### src/hw/rtl/palette_nearest_color_match_defines.svh
// ---------------------------------------------------------------------------
// Palette nearest color match: assertion macros
// Concurrent assertion wrappers used by the controller.
// ---------------------------------------------------------------------------
`ifndef PALETTE_NEAREST_COLOR_MATCH_DEFINES_SVH
`define PALETTE_NEAREST_COLOR_MATCH_DEFINES_SVH

`ifndef ASSERT_OFF
`define PNCM_ASSERT(lbl, clk, rst_n, prop) \
  lbl: assert property (@(posedge clk) disable iff (!rst_n) prop) \
    else $error("pncm assertion failed");
`define PNCM_ASSERT_NR(lbl, clk, prop) \
  lbl: assert property (@(posedge clk) prop) \
    else $error("pncm assertion failed");
`else
`define PNCM_ASSERT(lbl, clk, rst_n, prop)
`define PNCM_ASSERT_NR(lbl, clk, prop)
`endif

`endif

### src/hw/rtl/pncm_pkg.sv
// ---------------------------------------------------------------------------
// Palette nearest color match: package
// Item types, controller/datapath interface structs and cube color helper.
// ---------------------------------------------------------------------------
`timescale 1ns / 1ps

package pncm_pkg;

  localparam int unsigned LevelW   = 8;
  localparam int unsigned CubeIdxW = 8;
  localparam int unsigned CubeSize = 256;
  localparam int unsigned ColorW   = 3 * LevelW;
  localparam int unsigned ResW     = CubeIdxW + 1;
  localparam int unsigned SqW      = 2 * LevelW;
  localparam int unsigned ErrW     = 18;
  localparam int unsigned RgW      = 64;
  localparam int unsigned BlueW    = 32;
  localparam int unsigned CfgDataW = 64;
  localparam int unsigned CfgIdxW  = 1;

  localparam logic [ErrW-1:0]     MaxError = ErrW'(3 * 256 * 256);
  localparam logic [CubeIdxW-1:0] CubeLast = CubeIdxW'(CubeSize - 1);
  localparam logic [RgW-1:0]      RgReset   = 64'hFFDB_B692_6D49_2400;
  localparam logic [BlueW-1:0]    BlueReset = 32'hFFAA_5900;

  localparam logic [CfgIdxW-1:0] CfgRgLevels   = 1'b0;
  localparam logic [CfgIdxW-1:0] CfgBlueLevels = 1'b1;

  typedef struct packed {
    logic [LevelW-1:0] red;
    logic [LevelW-1:0] green;
    logic [LevelW-1:0] blue;
    logic              final_color;
  } in_item_t;

  typedef struct packed {
    logic [CubeIdxW-1:0] cube_index;
    logic                exact;
    logic                last_result;
  } out_item_t;

  typedef struct packed {
    logic                color_we;
    logic                used_clear;
    logic                p1_scan;
    logic                best_init;
    logic                scan_valid;
    logic                p2_write;
    logic                out_load;
    logic                out_last;
    logic [CubeIdxW-1:0] j;
  } cmd_t;

  typedef struct packed {
    logic p1_match;
    logic res_exact;
  } sts_t;

  function automatic logic [ColorW-1:0] cube_color(input logic [RgW-1:0]      rg,
                                                   input logic [BlueW-1:0]    bl,
                                                   input logic [CubeIdxW-1:0] j);
    logic [2:0] kr;
    logic [2:0] kg;
    logic [1:0] kb;
    kr = j[2:0];
    kg = j[5:3];
    kb = j[7:6];
    return {rg[LevelW*kr +: LevelW], rg[LevelW*kg +: LevelW], bl[LevelW*kb +: LevelW]};
  endfunction

endpackage

### src/hw/rtl/pncm_ram.sv
// ---------------------------------------------------------------------------
// Palette nearest color match: generic RAM
// One write port, one read port, registered read data.
// ---------------------------------------------------------------------------
`timescale 1ns / 1ps

module pncm_ram #(
  parameter int unsigned Width = 8,
  parameter int unsigned Depth = 32,
  localparam int unsigned AddrW = (Depth > 1) ? $clog2(Depth) : 1
) (
  input  logic             clk_i,
  input  logic             we_i,
  input  logic [AddrW-1:0] waddr_i,
  input  logic [Width-1:0] wdata_i,
  input  logic [AddrW-1:0] raddr_i,
  output logic [Width-1:0] rdata_o
);

  logic [Width-1:0] mem_q [Depth];
  logic [Width-1:0] rdata_q;

  always_ff @(posedge clk_i) begin
    if (we_i) begin
      mem_q[waddr_i] <= wdata_i;
    end
    rdata_q <= mem_q[raddr_i];
  end

  assign rdata_o = rdata_q;

endmodule

### src/hw/rtl/pncm_dp.sv
// ---------------------------------------------------------------------------
// Palette nearest color match: datapath
// Level registers, color and result stores, used map, distance pipeline,
// best-candidate tracking and output item register.
// ---------------------------------------------------------------------------
`timescale 1ns / 1ps

module pncm_dp import pncm_pkg::*; #(
  parameter int unsigned MaxReserved = 32,
  localparam int unsigned AddrW = (MaxReserved > 1) ? $clog2(MaxReserved) : 1
) (
  input  logic                clk_i,
  input  logic                rst_ni,
  input  logic                cfg_we_i,
  input  logic [CfgIdxW-1:0]  cfg_idx_i,
  input  logic [CfgDataW-1:0] cfg_wdata_i,
  input  in_item_t            in_item_i,
  input  cmd_t                cmd_i,
  input  logic [AddrW-1:0]    load_addr_i,
  input  logic [AddrW-1:0]    color_addr_i,
  output sts_t                sts_o,
  output out_item_t           out_item_o
);

  logic [RgW-1:0]      rg_q;
  logic [BlueW-1:0]    blue_q;

  logic                used_rdata;
  logic                used_we;
  logic [CubeIdxW-1:0] used_waddr;
  logic                used_wdata;

  logic [ColorW-1:0] color_rdata;
  logic [ResW-1:0]   res_rdata;
  logic [ResW-1:0]   res_wdata;
  logic              res_we;

  logic [ColorW-1:0] cc;
  logic              match;
  logic [LevelW-1:0] dr;
  logic [LevelW-1:0] dg;
  logic [LevelW-1:0] db;

  logic [SqW-1:0]      sq_r_q;
  logic [SqW-1:0]      sq_g_q;
  logic [SqW-1:0]      sq_b_q;
  logic                s1_valid_q;
  logic [CubeIdxW-1:0] s1_j_q;
  logic [ErrW-1:0]     err;

  logic [ErrW-1:0]     best_q;
  logic [CubeIdxW-1:0] best_j_q;
  logic                found_q;
  out_item_t           out_q;

  // level registers
  always_ff @(posedge clk_i or negedge rst_ni) begin
    if (!rst_ni) begin
      rg_q   <= RgReset;
      blue_q <= BlueReset;
    end else if (cfg_we_i) begin
      case (cfg_idx_i)
        CfgRgLevels:   rg_q   <= cfg_wdata_i;
        CfgBlueLevels: blue_q <= cfg_wdata_i[BlueW-1:0];
        default: ;
      endcase
    end
  end

  pncm_ram #(
    .Width (ColorW),
    .Depth (MaxReserved)
  ) u_color_ram (
    .clk_i   (clk_i),
    .we_i    (cmd_i.color_we),
    .waddr_i (load_addr_i),
    .wdata_i ({in_item_i.red, in_item_i.green, in_item_i.blue}),
    .raddr_i (color_addr_i),
    .rdata_o (color_rdata)
  );

  pncm_ram #(
    .Width (ResW),
    .Depth (MaxReserved)
  ) u_res_ram (
    .clk_i   (clk_i),
    .we_i    (res_we),
    .waddr_i (color_addr_i),
    .wdata_i (res_wdata),
    .raddr_i (color_addr_i),
    .rdata_o (res_rdata)
  );

  // used map: read data lines up with the distance stage
  pncm_ram #(
    .Width (1),
    .Depth (CubeSize)
  ) u_used_ram (
    .clk_i   (clk_i),
    .we_i    (used_we),
    .waddr_i (used_waddr),
    .wdata_i (used_wdata),
    .raddr_i (cmd_i.j),
    .rdata_o (used_rdata)
  );

  assign cc    = cube_color(rg_q, blue_q, cmd_i.j);
  assign match = (cc == color_rdata);

  assign dr = (color_rdata[23:16] > cc[23:16]) ? color_rdata[23:16] - cc[23:16]
                                               : cc[23:16] - color_rdata[23:16];
  assign dg = (color_rdata[15:8] > cc[15:8]) ? color_rdata[15:8] - cc[15:8]
                                             : cc[15:8] - color_rdata[15:8];
  assign db = (color_rdata[7:0] > cc[7:0]) ? color_rdata[7:0] - cc[7:0]
                                           : cc[7:0] - color_rdata[7:0];

  // pass one writes on a hit or at the end of the walk; pass two at its end
  always_comb begin
    res_we = (cmd_i.p1_scan && (match || (cmd_i.j == CubeLast))) || cmd_i.p2_write;
    if (cmd_i.p2_write) begin
      res_wdata = {1'b0, best_j_q};
    end else if (match) begin
      res_wdata = {1'b1, cmd_i.j};
    end else begin
      res_wdata = '0;
    end
  end

  always_comb begin
    used_we    = cmd_i.used_clear || (cmd_i.p1_scan && match) || (cmd_i.p2_write && found_q);
    used_waddr = cmd_i.p2_write ? best_j_q : cmd_i.j;
    used_wdata = !cmd_i.used_clear;
  end

  // distance stage
  always_ff @(posedge clk_i) begin
    sq_r_q    <= SqW'(dr) * SqW'(dr);
    sq_g_q    <= SqW'(dg) * SqW'(dg);
    sq_b_q    <= SqW'(db) * SqW'(db);
    s1_j_q    <= cmd_i.j;
  end

  assign err = ErrW'(sq_r_q) + ErrW'(sq_g_q) + ErrW'(sq_b_q);

  // compare stage
  always_ff @(posedge clk_i or negedge rst_ni) begin
    if (!rst_ni) begin
      s1_valid_q <= 1'b0;
      best_q     <= MaxError;
      best_j_q   <= '0;
      found_q    <= 1'b0;
    end else begin
      s1_valid_q <= cmd_i.scan_valid;
      if (cmd_i.best_init) begin
        best_q   <= MaxError;
        best_j_q <= '0;
        found_q  <= 1'b0;
      end else if (s1_valid_q && !used_rdata && (err < best_q)) begin
        best_q   <= err;
        best_j_q <= s1_j_q;
        found_q  <= 1'b1;
      end
    end
  end

  always_ff @(posedge clk_i) begin
    if (cmd_i.out_load) begin
      out_q.cube_index  <= res_rdata[CubeIdxW-1:0];
      out_q.exact       <= res_rdata[ResW-1];
      out_q.last_result <= cmd_i.out_last;
    end
  end

  assign sts_o.p1_match  = match;
  assign sts_o.res_exact = res_rdata[ResW-1];
  assign out_item_o      = out_q;

endmodule

### src/hw/rtl/pncm_ctrl.sv
// ---------------------------------------------------------------------------
// Palette nearest color match: controller
// Sequences loading, the exact pass, the nearest pass and result output.
// ---------------------------------------------------------------------------
`timescale 1ns / 1ps
`include "palette_nearest_color_match_defines.svh"

module pncm_ctrl import pncm_pkg::*; #(
  parameter int unsigned MaxReserved = 32,
  localparam int unsigned AddrW = (MaxReserved > 1) ? $clog2(MaxReserved) : 1,
  localparam int unsigned CntW  = $clog2(MaxReserved + 1)
) (
  input  logic             clk_i,
  input  logic             rst_ni,
  input  logic             in_valid_i,
  output logic             in_stall_o,
  input  logic             in_final_i,
  output logic             out_valid_o,
  input  logic             out_stall_i,
  input  sts_t             sts_i,
  output cmd_t             cmd_o,
  output logic [AddrW-1:0] load_addr_o,
  output logic [AddrW-1:0] color_addr_o
);

  typedef enum logic [3:0] {
    S_LOAD,
    S_CLR,
    S_P1_RD,
    S_P1_SCAN,
    S_P2_RD,
    S_P2_CHK,
    S_P2_SCAN,
    S_P2_DRAIN,
    S_P2_WR,
    S_O_RD,
    S_O_LD,
    S_O_WAIT
  } state_e;

  state_e              state_q;
  logic [CntW-1:0]     count_q;
  logic [CntW-1:0]     n_q;
  logic [CntW-1:0]     i_q;
  logic [CubeIdxW-1:0] j_q;
  logic                out_valid_q;

  logic in_acc;
  logic room;
  logic last_color;

  assign in_stall_o = (state_q != S_LOAD);
  assign in_acc     = in_valid_i && !in_stall_o;
  assign room       = (count_q < CntW'(MaxReserved));
  assign last_color = ((i_q + CntW'(1)) == n_q);

  always_comb begin
    cmd_o            = '0;
    cmd_o.color_we   = in_acc && room;
    cmd_o.used_clear = (state_q == S_CLR);
    cmd_o.p1_scan    = (state_q == S_P1_SCAN);
    cmd_o.best_init  = (state_q == S_P2_CHK);
    cmd_o.scan_valid = (state_q == S_P2_SCAN);
    cmd_o.p2_write   = (state_q == S_P2_WR);
    cmd_o.out_load   = (state_q == S_O_LD);
    cmd_o.out_last   = last_color;
    cmd_o.j          = j_q;
  end

  assign load_addr_o  = count_q[AddrW-1:0];
  assign color_addr_o = i_q[AddrW-1:0];
  assign out_valid_o  = out_valid_q;

  always_ff @(posedge clk_i or negedge rst_ni) begin
    if (!rst_ni) begin
      state_q     <= S_LOAD;
      count_q     <= '0;
      n_q         <= '0;
      i_q         <= '0;
      j_q         <= '0;
      out_valid_q <= 1'b0;
    end else begin
      case (state_q)
        S_LOAD: begin
          if (in_acc) begin
            if (in_final_i) begin
              n_q     <= count_q + CntW'(room);
              count_q <= '0;
              i_q     <= '0;
              j_q     <= '0;
              state_q <= S_CLR;
            end else begin
              count_q <= count_q + CntW'(room);
            end
          end
        end
        // one used-map entry cleared per cycle
        S_CLR: begin
          j_q <= j_q + CubeIdxW'(1);
          if (j_q == CubeLast) begin
            state_q <= S_P1_RD;
          end
        end
        S_P1_RD: state_q <= S_P1_SCAN;
        S_P1_SCAN: begin
          if (sts_i.p1_match || (j_q == CubeLast)) begin
            j_q <= '0;
            if (last_color) begin
              i_q     <= '0;
              state_q <= S_P2_RD;
            end else begin
              i_q     <= i_q + CntW'(1);
              state_q <= S_P1_RD;
            end
          end else begin
            j_q <= j_q + CubeIdxW'(1);
          end
        end
        S_P2_RD: state_q <= S_P2_CHK;
        S_P2_CHK: begin
          if (sts_i.res_exact) begin
            if (last_color) begin
              i_q     <= '0;
              state_q <= S_O_RD;
            end else begin
              i_q     <= i_q + CntW'(1);
              state_q <= S_P2_RD;
            end
          end else begin
            j_q     <= '0;
            state_q <= S_P2_SCAN;
          end
        end
        S_P2_SCAN: begin
          j_q <= j_q + CubeIdxW'(1);
          if (j_q == CubeLast) begin
            state_q <= S_P2_DRAIN;
          end
        end
        S_P2_DRAIN: state_q <= S_P2_WR;
        S_P2_WR: begin
          if (last_color) begin
            i_q     <= '0;
            state_q <= S_O_RD;
          end else begin
            i_q     <= i_q + CntW'(1);
            state_q <= S_P2_RD;
          end
        end
        S_O_RD: state_q <= S_O_LD;
        S_O_LD: begin
          out_valid_q <= 1'b1;
          state_q     <= S_O_WAIT;
        end
        S_O_WAIT: begin
          if (!out_stall_i) begin
            out_valid_q <= 1'b0;
            if (last_color) begin
              state_q <= S_LOAD;
            end else begin
              i_q     <= i_q + CntW'(1);
              state_q <= S_O_RD;
            end
          end
        end
        default: state_q <= S_LOAD;
      endcase
    end
  end

  `PNCM_ASSERT_NR(a_no_load_while_out, clk_i, out_valid_o |-> in_stall_o)
  `PNCM_ASSERT(a_count_range, clk_i, rst_ni, (count_q <= CntW'(MaxReserved)) && (n_q <= CntW'(MaxReserved)))
  `PNCM_ASSERT(a_scan_in_batch, clk_i, rst_ni, (state_q == S_P1_SCAN || state_q == S_P2_SCAN) |-> (i_q < n_q))
  `PNCM_ASSERT(a_last_done, clk_i, rst_ni, (out_valid_o && !out_stall_i && last_color) |=> ((state_q == S_LOAD) && (count_q == '0) && !out_valid_o))

endmodule

### src/hw/rtl/palette_nearest_color_match.sv
// Load: one item per cycle while in the load state; results for the held colors
// follow the final item. After it: clear of the used-entry map, exact pass,
// nearest pass (one cube entry per cycle, two-stage distance pipe).
// Output: each result is read from the registered result store and held until taken.
// Reset: gamma 1.0 level tables, empty color store; used map cleared per batch.
// ---------------------------------------------------------------------------
// Palette nearest color match: top level
// Matches up to MaxReserved colors onto a 3:3:2 color cube, exact first,
// then nearest unused entry.
// ---------------------------------------------------------------------------
`timescale 1ns / 1ps

module palette_nearest_color_match import pncm_pkg::*; #(
  parameter int unsigned MaxReserved = 32
) (
  input  logic                clk_i,
  input  logic                rst_ni,
  input  logic                in_valid_i,
  output logic                in_stall_o,
  input  in_item_t            in_item_i,
  output logic                out_valid_o,
  input  logic                out_stall_i,
  output out_item_t           out_item_o,
  input  logic                cfg_we_i,
  input  logic [CfgIdxW-1:0]  cfg_idx_i,
  input  logic [CfgDataW-1:0] cfg_wdata_i
);

  localparam int unsigned AddrW = (MaxReserved > 1) ? $clog2(MaxReserved) : 1;

  cmd_t             cmd;
  sts_t             sts;
  logic [AddrW-1:0] load_addr;
  logic [AddrW-1:0] color_addr;

  pncm_ctrl #(
    .MaxReserved (MaxReserved)
  ) u_ctrl (
    .clk_i        (clk_i),
    .rst_ni       (rst_ni),
    .in_valid_i   (in_valid_i),
    .in_stall_o   (in_stall_o),
    .in_final_i   (in_item_i.final_color),
    .out_valid_o  (out_valid_o),
    .out_stall_i  (out_stall_i),
    .sts_i        (sts),
    .cmd_o        (cmd),
    .load_addr_o  (load_addr),
    .color_addr_o (color_addr)
  );

  pncm_dp #(
    .MaxReserved (MaxReserved)
  ) u_dp (
    .clk_i        (clk_i),
    .rst_ni       (rst_ni),
    .cfg_we_i     (cfg_we_i),
    .cfg_idx_i    (cfg_idx_i),
    .cfg_wdata_i  (cfg_wdata_i),
    .in_item_i    (in_item_i),
    .cmd_i        (cmd),
    .load_addr_i  (load_addr),
    .color_addr_i (color_addr),
    .sts_o        (sts),
    .out_item_o   (out_item_o)
  );

endmodule

### config.mk
export PLATFORM = sky130hd
export DESIGN_NAME = palette_nearest_color_match
export DESIGN_NICKNAME = d
export VERILOG_FILES = /design/src/hw/rtl/pncm_pkg.sv /design/src/hw/rtl/pncm_ram.sv /design/src/hw/rtl/pncm_dp.sv /design/src/hw/rtl/pncm_ctrl.sv /design/src/hw/rtl/palette_nearest_color_match.sv
export VERILOG_INCLUDE_DIRS = /design/src /design/src/hw/rtl
export SDC_FILE = /design/constraint.sdc
export NUM_CORES = 2
export LEC_CHECK = 0
export ABC_CLOCK_PERIOD_IN_PS = 16730
export BUFFER_PORTS_ARGS = -buffer_cell sky130_fd_sc_hd__buf_2
export CELL_PAD_IN_SITES_DETAIL_PLACEMENT = 1
export CELL_PAD_IN_SITES_GLOBAL_PLACEMENT = 2
export CORE_MARGIN = 2
export CORE_UTILIZATION = 35
export CTS_CLUSTER_DIAMETER = 120
export DETAILED_ROUTE_END_ITERATION = 8
export PLACE_DENSITY = 0.65
export SLEW_MARGIN = 20
export SYNTH_ARGS = -nofsm -noshare
export SYNTH_HDL_FRONTEND = slang
export SYNTH_HIERARCHICAL = 1
export SYNTH_SLANG_ARGS = --single-unit
### constraint.sdc
create_clock -name clk_i -period 16.73 [get_ports clk_i]
set_input_delay 0.8365 -clock clk_i [delete_from_list [all_inputs] [get_ports clk_i]]
set_output_delay 0.8365 -clock clk_i [all_outputs]
set_load 0.005 [all_outputs]
* Word level (Yosys, flattened, before mapping)
Memories as Yosys holds them, arrays and structs flattened. A register that Yosys moved wholly into a read port is not among the register bits.
Index checks and enable logic that the tools add are counted.
** Word-level totals
- Register bits after elaboration :: 221
- RAM bits :: 1312
- Input bits :: 95
- Output and inout port bits :: 12
- Word-level logic and storage cells :: 142
- Memories kept :: 3
** Memory list
- u_dp.u_color_ram.mem_q :: words 32, width 24, read ports 1, clocked after Yosys merged registers in 1, wr ports 1, line pncm_ram.sv:20 : logic [Width-1:0] mem_q [Depth];
- u_dp.u_res_ram.mem_q :: words 32, width 9, read ports 1, clocked after Yosys merged registers in 1, wr ports 1, line pncm_ram.sv:20
- u_dp.u_used_ram.mem_q :: words 256, width 1, read ports 1, clocked after Yosys merged registers in 1, wr ports 1, line pncm_ram.sv:20
** Operators by class
- Add/sub/neg operators :: 11
- Multipliers :: 3
- Magnitude comparators :: 5
- Equality and inequality tests :: 23
- Shift operators :: 3
- Multiplexer cells :: 45
- Bitwise gates (word level) :: 1
- Reduce and logical (&&, ||, !) cells :: 29
** Operators by type and width (number)
- $shiftx 64x7->8 :: 2
- $mux 8 :: 10
- $mul 8x8->16 :: 3
- $mux 6 :: 8
- $pmux 4 s12 :: 1
- $sub 8x8->8 :: 6
- $mux 18 :: 2
- $mux 4 :: 9
- $pmux 8 s4 :: 1
- $shiftx 32x6->8 :: 1
- $pmux 6 s5 :: 1
- $eq 24x24->1 :: 1
- $gt 8x8->1 :: 3
- $add 18x16->18 :: 1
- $lt 18x18->1 :: 1
- $mux 9 :: 2
- $add 16x16->17 :: 1
- $eq 4x3->1 const B :: 4
- $eq 4x4->1 const B :: 4
- $ne 2x2->1 const B :: 7
- $mux 1 :: 9
- $add 8x1->8 const B :: 1
- $eq 4x2->1 const B :: 2
- $eq 8x8->1 const B :: 1
- other kinds (22) :: 39

* Logic depth before layout (Yosys ltp)
- Word-level depth :: 7
- Mapped depth :: 33

* Modules after synthesis
The synthesis kept the hierarchy.
** Modules (own cells, without submodules)
- pncm_ram at u_dp.u_color_ram :: times used 1, cells each 1711, area an instance 30480.5 sq um
- pncm_dp :: times used 1, cells each 1481, area an instance 15554.9 sq um
- pncm_ram at u_dp.u_res_ram :: times used 1, cells each 463, area an instance 11282.1 sq um
- pncm_ram at u_dp.u_used_ram :: times used 1, cells each 788, area an instance 11128.2 sq um
- pncm_ctrl :: times used 1, cells each 247, area an instance 2153.3 sq um

* Least setup slack after synthesis
OpenSTA, ideal clock, no wires.
- Kind :: reg-to-reg
- From :: register u_ctrl.j_q[0]
- To :: register u_dp.sq_r_q[14]
- Data arrival time :: 7685 ps
- Required time :: 16658 ps
- Slack :: 8972 ps
- Stages on the path, launching flop included :: 27
- Buffers on the path :: 3
- Clock period less this slack :: 7758 ps
- Cells stage by stage :: dfrtp_1 -> clkbuf_1 -> clkbuf_1 -> mux4_2 -> mux2i_1 -> ha_1 -> buf_2 -> a211oi_1 -> o21ai_1 -> a31o_2 -> nand2_1 -> mux2i_1 -> xor2_1 -> or2_2 -> inv_1 -> fa_1 -> fa_1 -> inv_1 -> fa_1 -> fa_1 -> inv_1 -> ha_1 -> or2_2 -> a31oi_1 -> o21ai_0 -> a21oi_1 -> xnor2_1
** On the way
- Word-level cells in the longest chain between the ends :: 4
- Elaborated cells between the ends (all ways) :: 6
** Ends and longest elaborated chain
- start: declaration :: line pncm_ctrl.sv:45 : logic [CubeIdxW-1:0] j_q;
- start signal: assignment :: line pncm_ctrl.sv:99 : j_q <= j_q + CubeIdxW'(1);
- start signal: assignment :: line pncm_ctrl.sv:116 : j_q <= j_q + CubeIdxW'(1);
- start signal: assignment :: line pncm_ctrl.sv:135 : j_q <= j_q + CubeIdxW'(1);
- $shiftx 64x7->8 * :: line pncm_pkg.sv:68 : return {rg[LevelW*kr +: LevelW], rg[LevelW*kg +: LevelW], bl[LevelW*kb +: LevelW]};
- $sub 8x8->8 (tied with other cells) :: line pncm_dp.sv:111 : : cc[23:16] - color_rdata[23:16];
- $mux 8 * :: line pncm_dp.sv:110 : assign dr = (color_rdata[23:16] > cc[23:16]) ? color_rdata[23:16] - cc[23:16]
- $mul 8x8->16 * :: line pncm_dp.sv:137 : sq_r_q <= SqW'(dr) * SqW'(dr);
- end signal: assignment :: line pncm_dp.sv:137
- end: declaration :: line pncm_dp.sv:44 : logic [SqW-1:0] sq_r_q;
Every way passes the cells marked *; elsewhere a longest branch is shown, timed or not.
A chain may end at the register's enable or synchronous reset.

* Worst setup path in the final report
- From :: register u_ctrl.j_q[1]
- To :: register u_dp.sq_r_q[14]
Same word-level chain as after synthesis.

==> results.py <==
metrics = {
    "run_status": {
        "status": "finished clean",
    },
    "logic_synthesis": {
        "yosys_warnings": 6,
        "syn_area_um2": 70600,
        "synthMostInstantiatedCell": "edfxtp_1",
        "synth_cell_types": 92,
        "synthTopCellsByArea": "edfxtp_1 (56%), mux2i_1 (6.8%), mux4_2 (5.5%), dfrtp_1 (3.7%), ha_1 (3.2%)",
        "synth_edf_count": 1322,
        "synth_cells": 4690,
        "synth_common_cells": "edfxtp_1 (1322), nor2_1 (490), mux2i_1 (477)",
        "yosys.area.top_type": "edfxtp_1",
        "synth_seq_cells": 1564,
        "ys_seq_area_share_pct": 64.3,
        "yosys.area.top_type_share_pct": 56.2,
        "synth.avg_cell_area_um2": 15.1,
        "synth_ff_type": "edfxtp_1",
        "synthArstFlopShare_pct": 9.91,
    },
    "global_route": {
        "grt_pass1_wl_um": 285000,
        "grt_pass1_vias": 42550,
        "antenna_found_initial": 11,
        "grt_max_degree": 155,
        "track_usage_pct": 18.7,
        "grt_overflow_total": 0,
    },
    "cts": {
        "cts-htree-levels": 4,
        "clockRootBuffer": "clkbuf_16",
        "clock_latency_ps": 830,
        "cts_buffers": 174,
        "cts_tree": "built",
        "cts.sinks": 1564,
        "clk_path_buf_depth": 3,
        "clk_pin_slew_ps": 60,
        "cts_setup_buffers": 0,
        "cts_resized": 0,
    },
    "hold_path": {
        "hp-start": "cfg_wdata_i[36]",
        "hold_path_class": "primary input to flip-flop",
    },
    "timing": {
        "fin_skew_ps": 37.6,
        "rsz0062_at_grt": "no",
        "setup_slack_ps": 7910,
        "slew_headroom_pct": 25.7,
        "fmax_ghz": 0.113,
        "setup_viol": 0,
        "tightestPinTransition_ps": 1110,
        "finalCritPeriodShare_pct": 52.7,
        "hold_viol": 0,
        "report.final.slew_viol_count": 0,
        "fin_crit_ps": 8820,
        "setup_tns_ps": 0,
    },
    "placed_design": {
        "dp_slack_ps": 7850,
        "place_inst": 7297,
        "gp_congestion": 0.756,
        "hpwl_um": 119000,
        "portBuffers": 106,
    },
    "floorplanning": {
        "die_width_um": 453,
        "io_pins": 107,
        "coreArea_um2": 200000,
        "placement_rows": 164,
        "die_y_um": 453,
        "start_util_pct": 35.3,
        "die-area_um2": 205000,
    },
    "cells_and_area": {
        "final_cells": 7624,
        "final_nets": 5192,
        "syn_to_final_growth_pct": 13.4,
        "num-fill-cells": 20078,
        "utilization_pct": 40.0,
        "final_layout_size_suffix_gt1_share_pct": 17.9,
        "regArea_um2": 45400,
        "multi_input_area_um2": 23200,
    },
    "worst_setup_path": {
        "slowest_delay_ps": 750,
        "crit_fanout": 43,
        "crit_start": "u_ctrl/j_q[1]",
        "reg2reg_slack_ps": 7910,
        "start_kind": "flip-flop",
        "cp_slowest_cell": "mux2i_1",
        "crit_top_cell": "inv_1",
        "worstSetupPathType": "flip-flop to flip-flop",
        "arrival_ps": 9550,
        "cp-end-kind": "flip-flop",
        "cp.required_ps": 17450,
        "reg2reg_from": "u_ctrl/j_q[1]",
    },
    "drt": {
        "drc_errors": 0,
        "vias": 39676,
        "wl_per_cell_um": 25.1,
        "drt_first_pass_iters": 5,
        "avgViaCountPerCell": 5.20,
        "routed_wl_um": 191000,
        "ant_nets": 0,
        "first_iter_violations": 2459,
    },
    "job": {
        "cap_violations": 0,
    },
}
==> metrics by stage <==
| stage | hold slack [ps] | area (um^2) |
|---|---|---|
| 2_1_floorplan | 386 | 70600 |
| 3_3_place_gp | 389 | 74000 |
| 3_5_place_dp | 391 | 74200 |
| 4_1_cts | 184 | 79900 |
| 5_1_grt | 216 | 80000 |
| 6_report | 262 | 80100 |
==> routing by layer <==
layer / global-route usage (%) / wire, um
met5: 0 / 54
met4: 4.75 / 3920
met3: 2.59 / 6320
met2: 32.0 / 95600
met1: 24.9 / 85500
==> repair_timing <==
action / in CTS / in global routing
setup endpoints to repair: 0 / 0
hold buffers: 1 / 0
endpoints found under the hold margin: 25 / 0
==> cells by family (layout without fill, tap and decap cells) <==
kind of cell	after synthesis	in the layout	synth area share, %
muxes	770	770	14.2
and+or+nand+nor	950	950	6.01
other	2	7	0.0106
AOI/OAI and AO/OA	560	560	5.33
DFF	1564	1564	64.3
buffers and inverters	483	756	3.18
xor gates and xnor gates	86	86	1.11
adders and majority gates	275	275	5.91
==> layout make-up <==
cell class              count  share of cell area [%]
flip-flops and latches   1564                    56.7
multi-input cells        2644                    29.0
clock buffers             215                    5.81
well taps                2656                    4.15
repair buffers            195                    1.84
clock inverters           103                    1.31
inverters                 243                    1.15
diodes                      4                  0.0125
==> sequential cells by signal, summed over array words and instances, names as in the netlist, 8 cells and up <==
signal,flops
u_dp/rg_q,64
u_dp/sq_r_q,15
u_dp/blue_q,32
u_dp/u_res_ram/rdata_o,9
u_dp/best_q,18
u_dp/sq_g_q,15
u_dp/out_item_o,10
u_dp/best_j_q,8
u_dp/s1_j_q,8
u_dp/sq_b_q,15
u_dp/u_color_ram/rdata_o,24
u_dp/u_res_ram/mem_q,288
u_dp/u_used_ram/mem_q,256
u_ctrl/j_q,8
u_dp/u_color_ram/mem_q,768
==> layout by cell type, fill, tap and decap left out, drive strengths merged, types with 50 or more instances in the layout <==
| master | n |
|---|---|
| clkbuf | 215 |
| mux4 | 172 |
| a22o | 64 |
| dfstp | 50 |
| nand3 | 111 |
| mux2i | 477 |
| a22oi | 80 |
| inv | 249 |
| dfxtp | 87 |
| dfrtp | 105 |
| buf | 194 |
| mux2 | 121 |
| nand2 | 154 |
| nor2 | 490 |
| clkinv | 76 |
| o21ai | 61 |
| a21oi | 165 |
| edfxtp | 1322 |
| fa | 97 |
| xnor2 | 63 |
| ha | 178 |
==> critical path, delay by kind of cell (launching register included) <==
kind / cells / cell delay, ps
mux: 3 / 1410
xor+xnor: 2 / 810
compound gates: 3 / 650
simple gates: 5 / 1420
fa+ha+maj: 6 / 2900
flops: 1 / 480
buf+inv: 6 / 1010
==> final timing paths <==
path,endpoint,depth (start not counted)
worst max-delay path,u_dp/sq_r_q[14],25
min in group asynchronous,u_ctrl/count_q[1],2
worst min register to register,u_dp/out_item_o[9],0
max in group asynchronous,u_dp/rg_q[21],4
worst max register to register,u_dp/sq_r_q[14],25
worst min-delay path,u_dp/rg_q[36],2
Power is not shown: default switching activity piles up to over one toggle a cycle in this logic, so the estimate is an artifact.
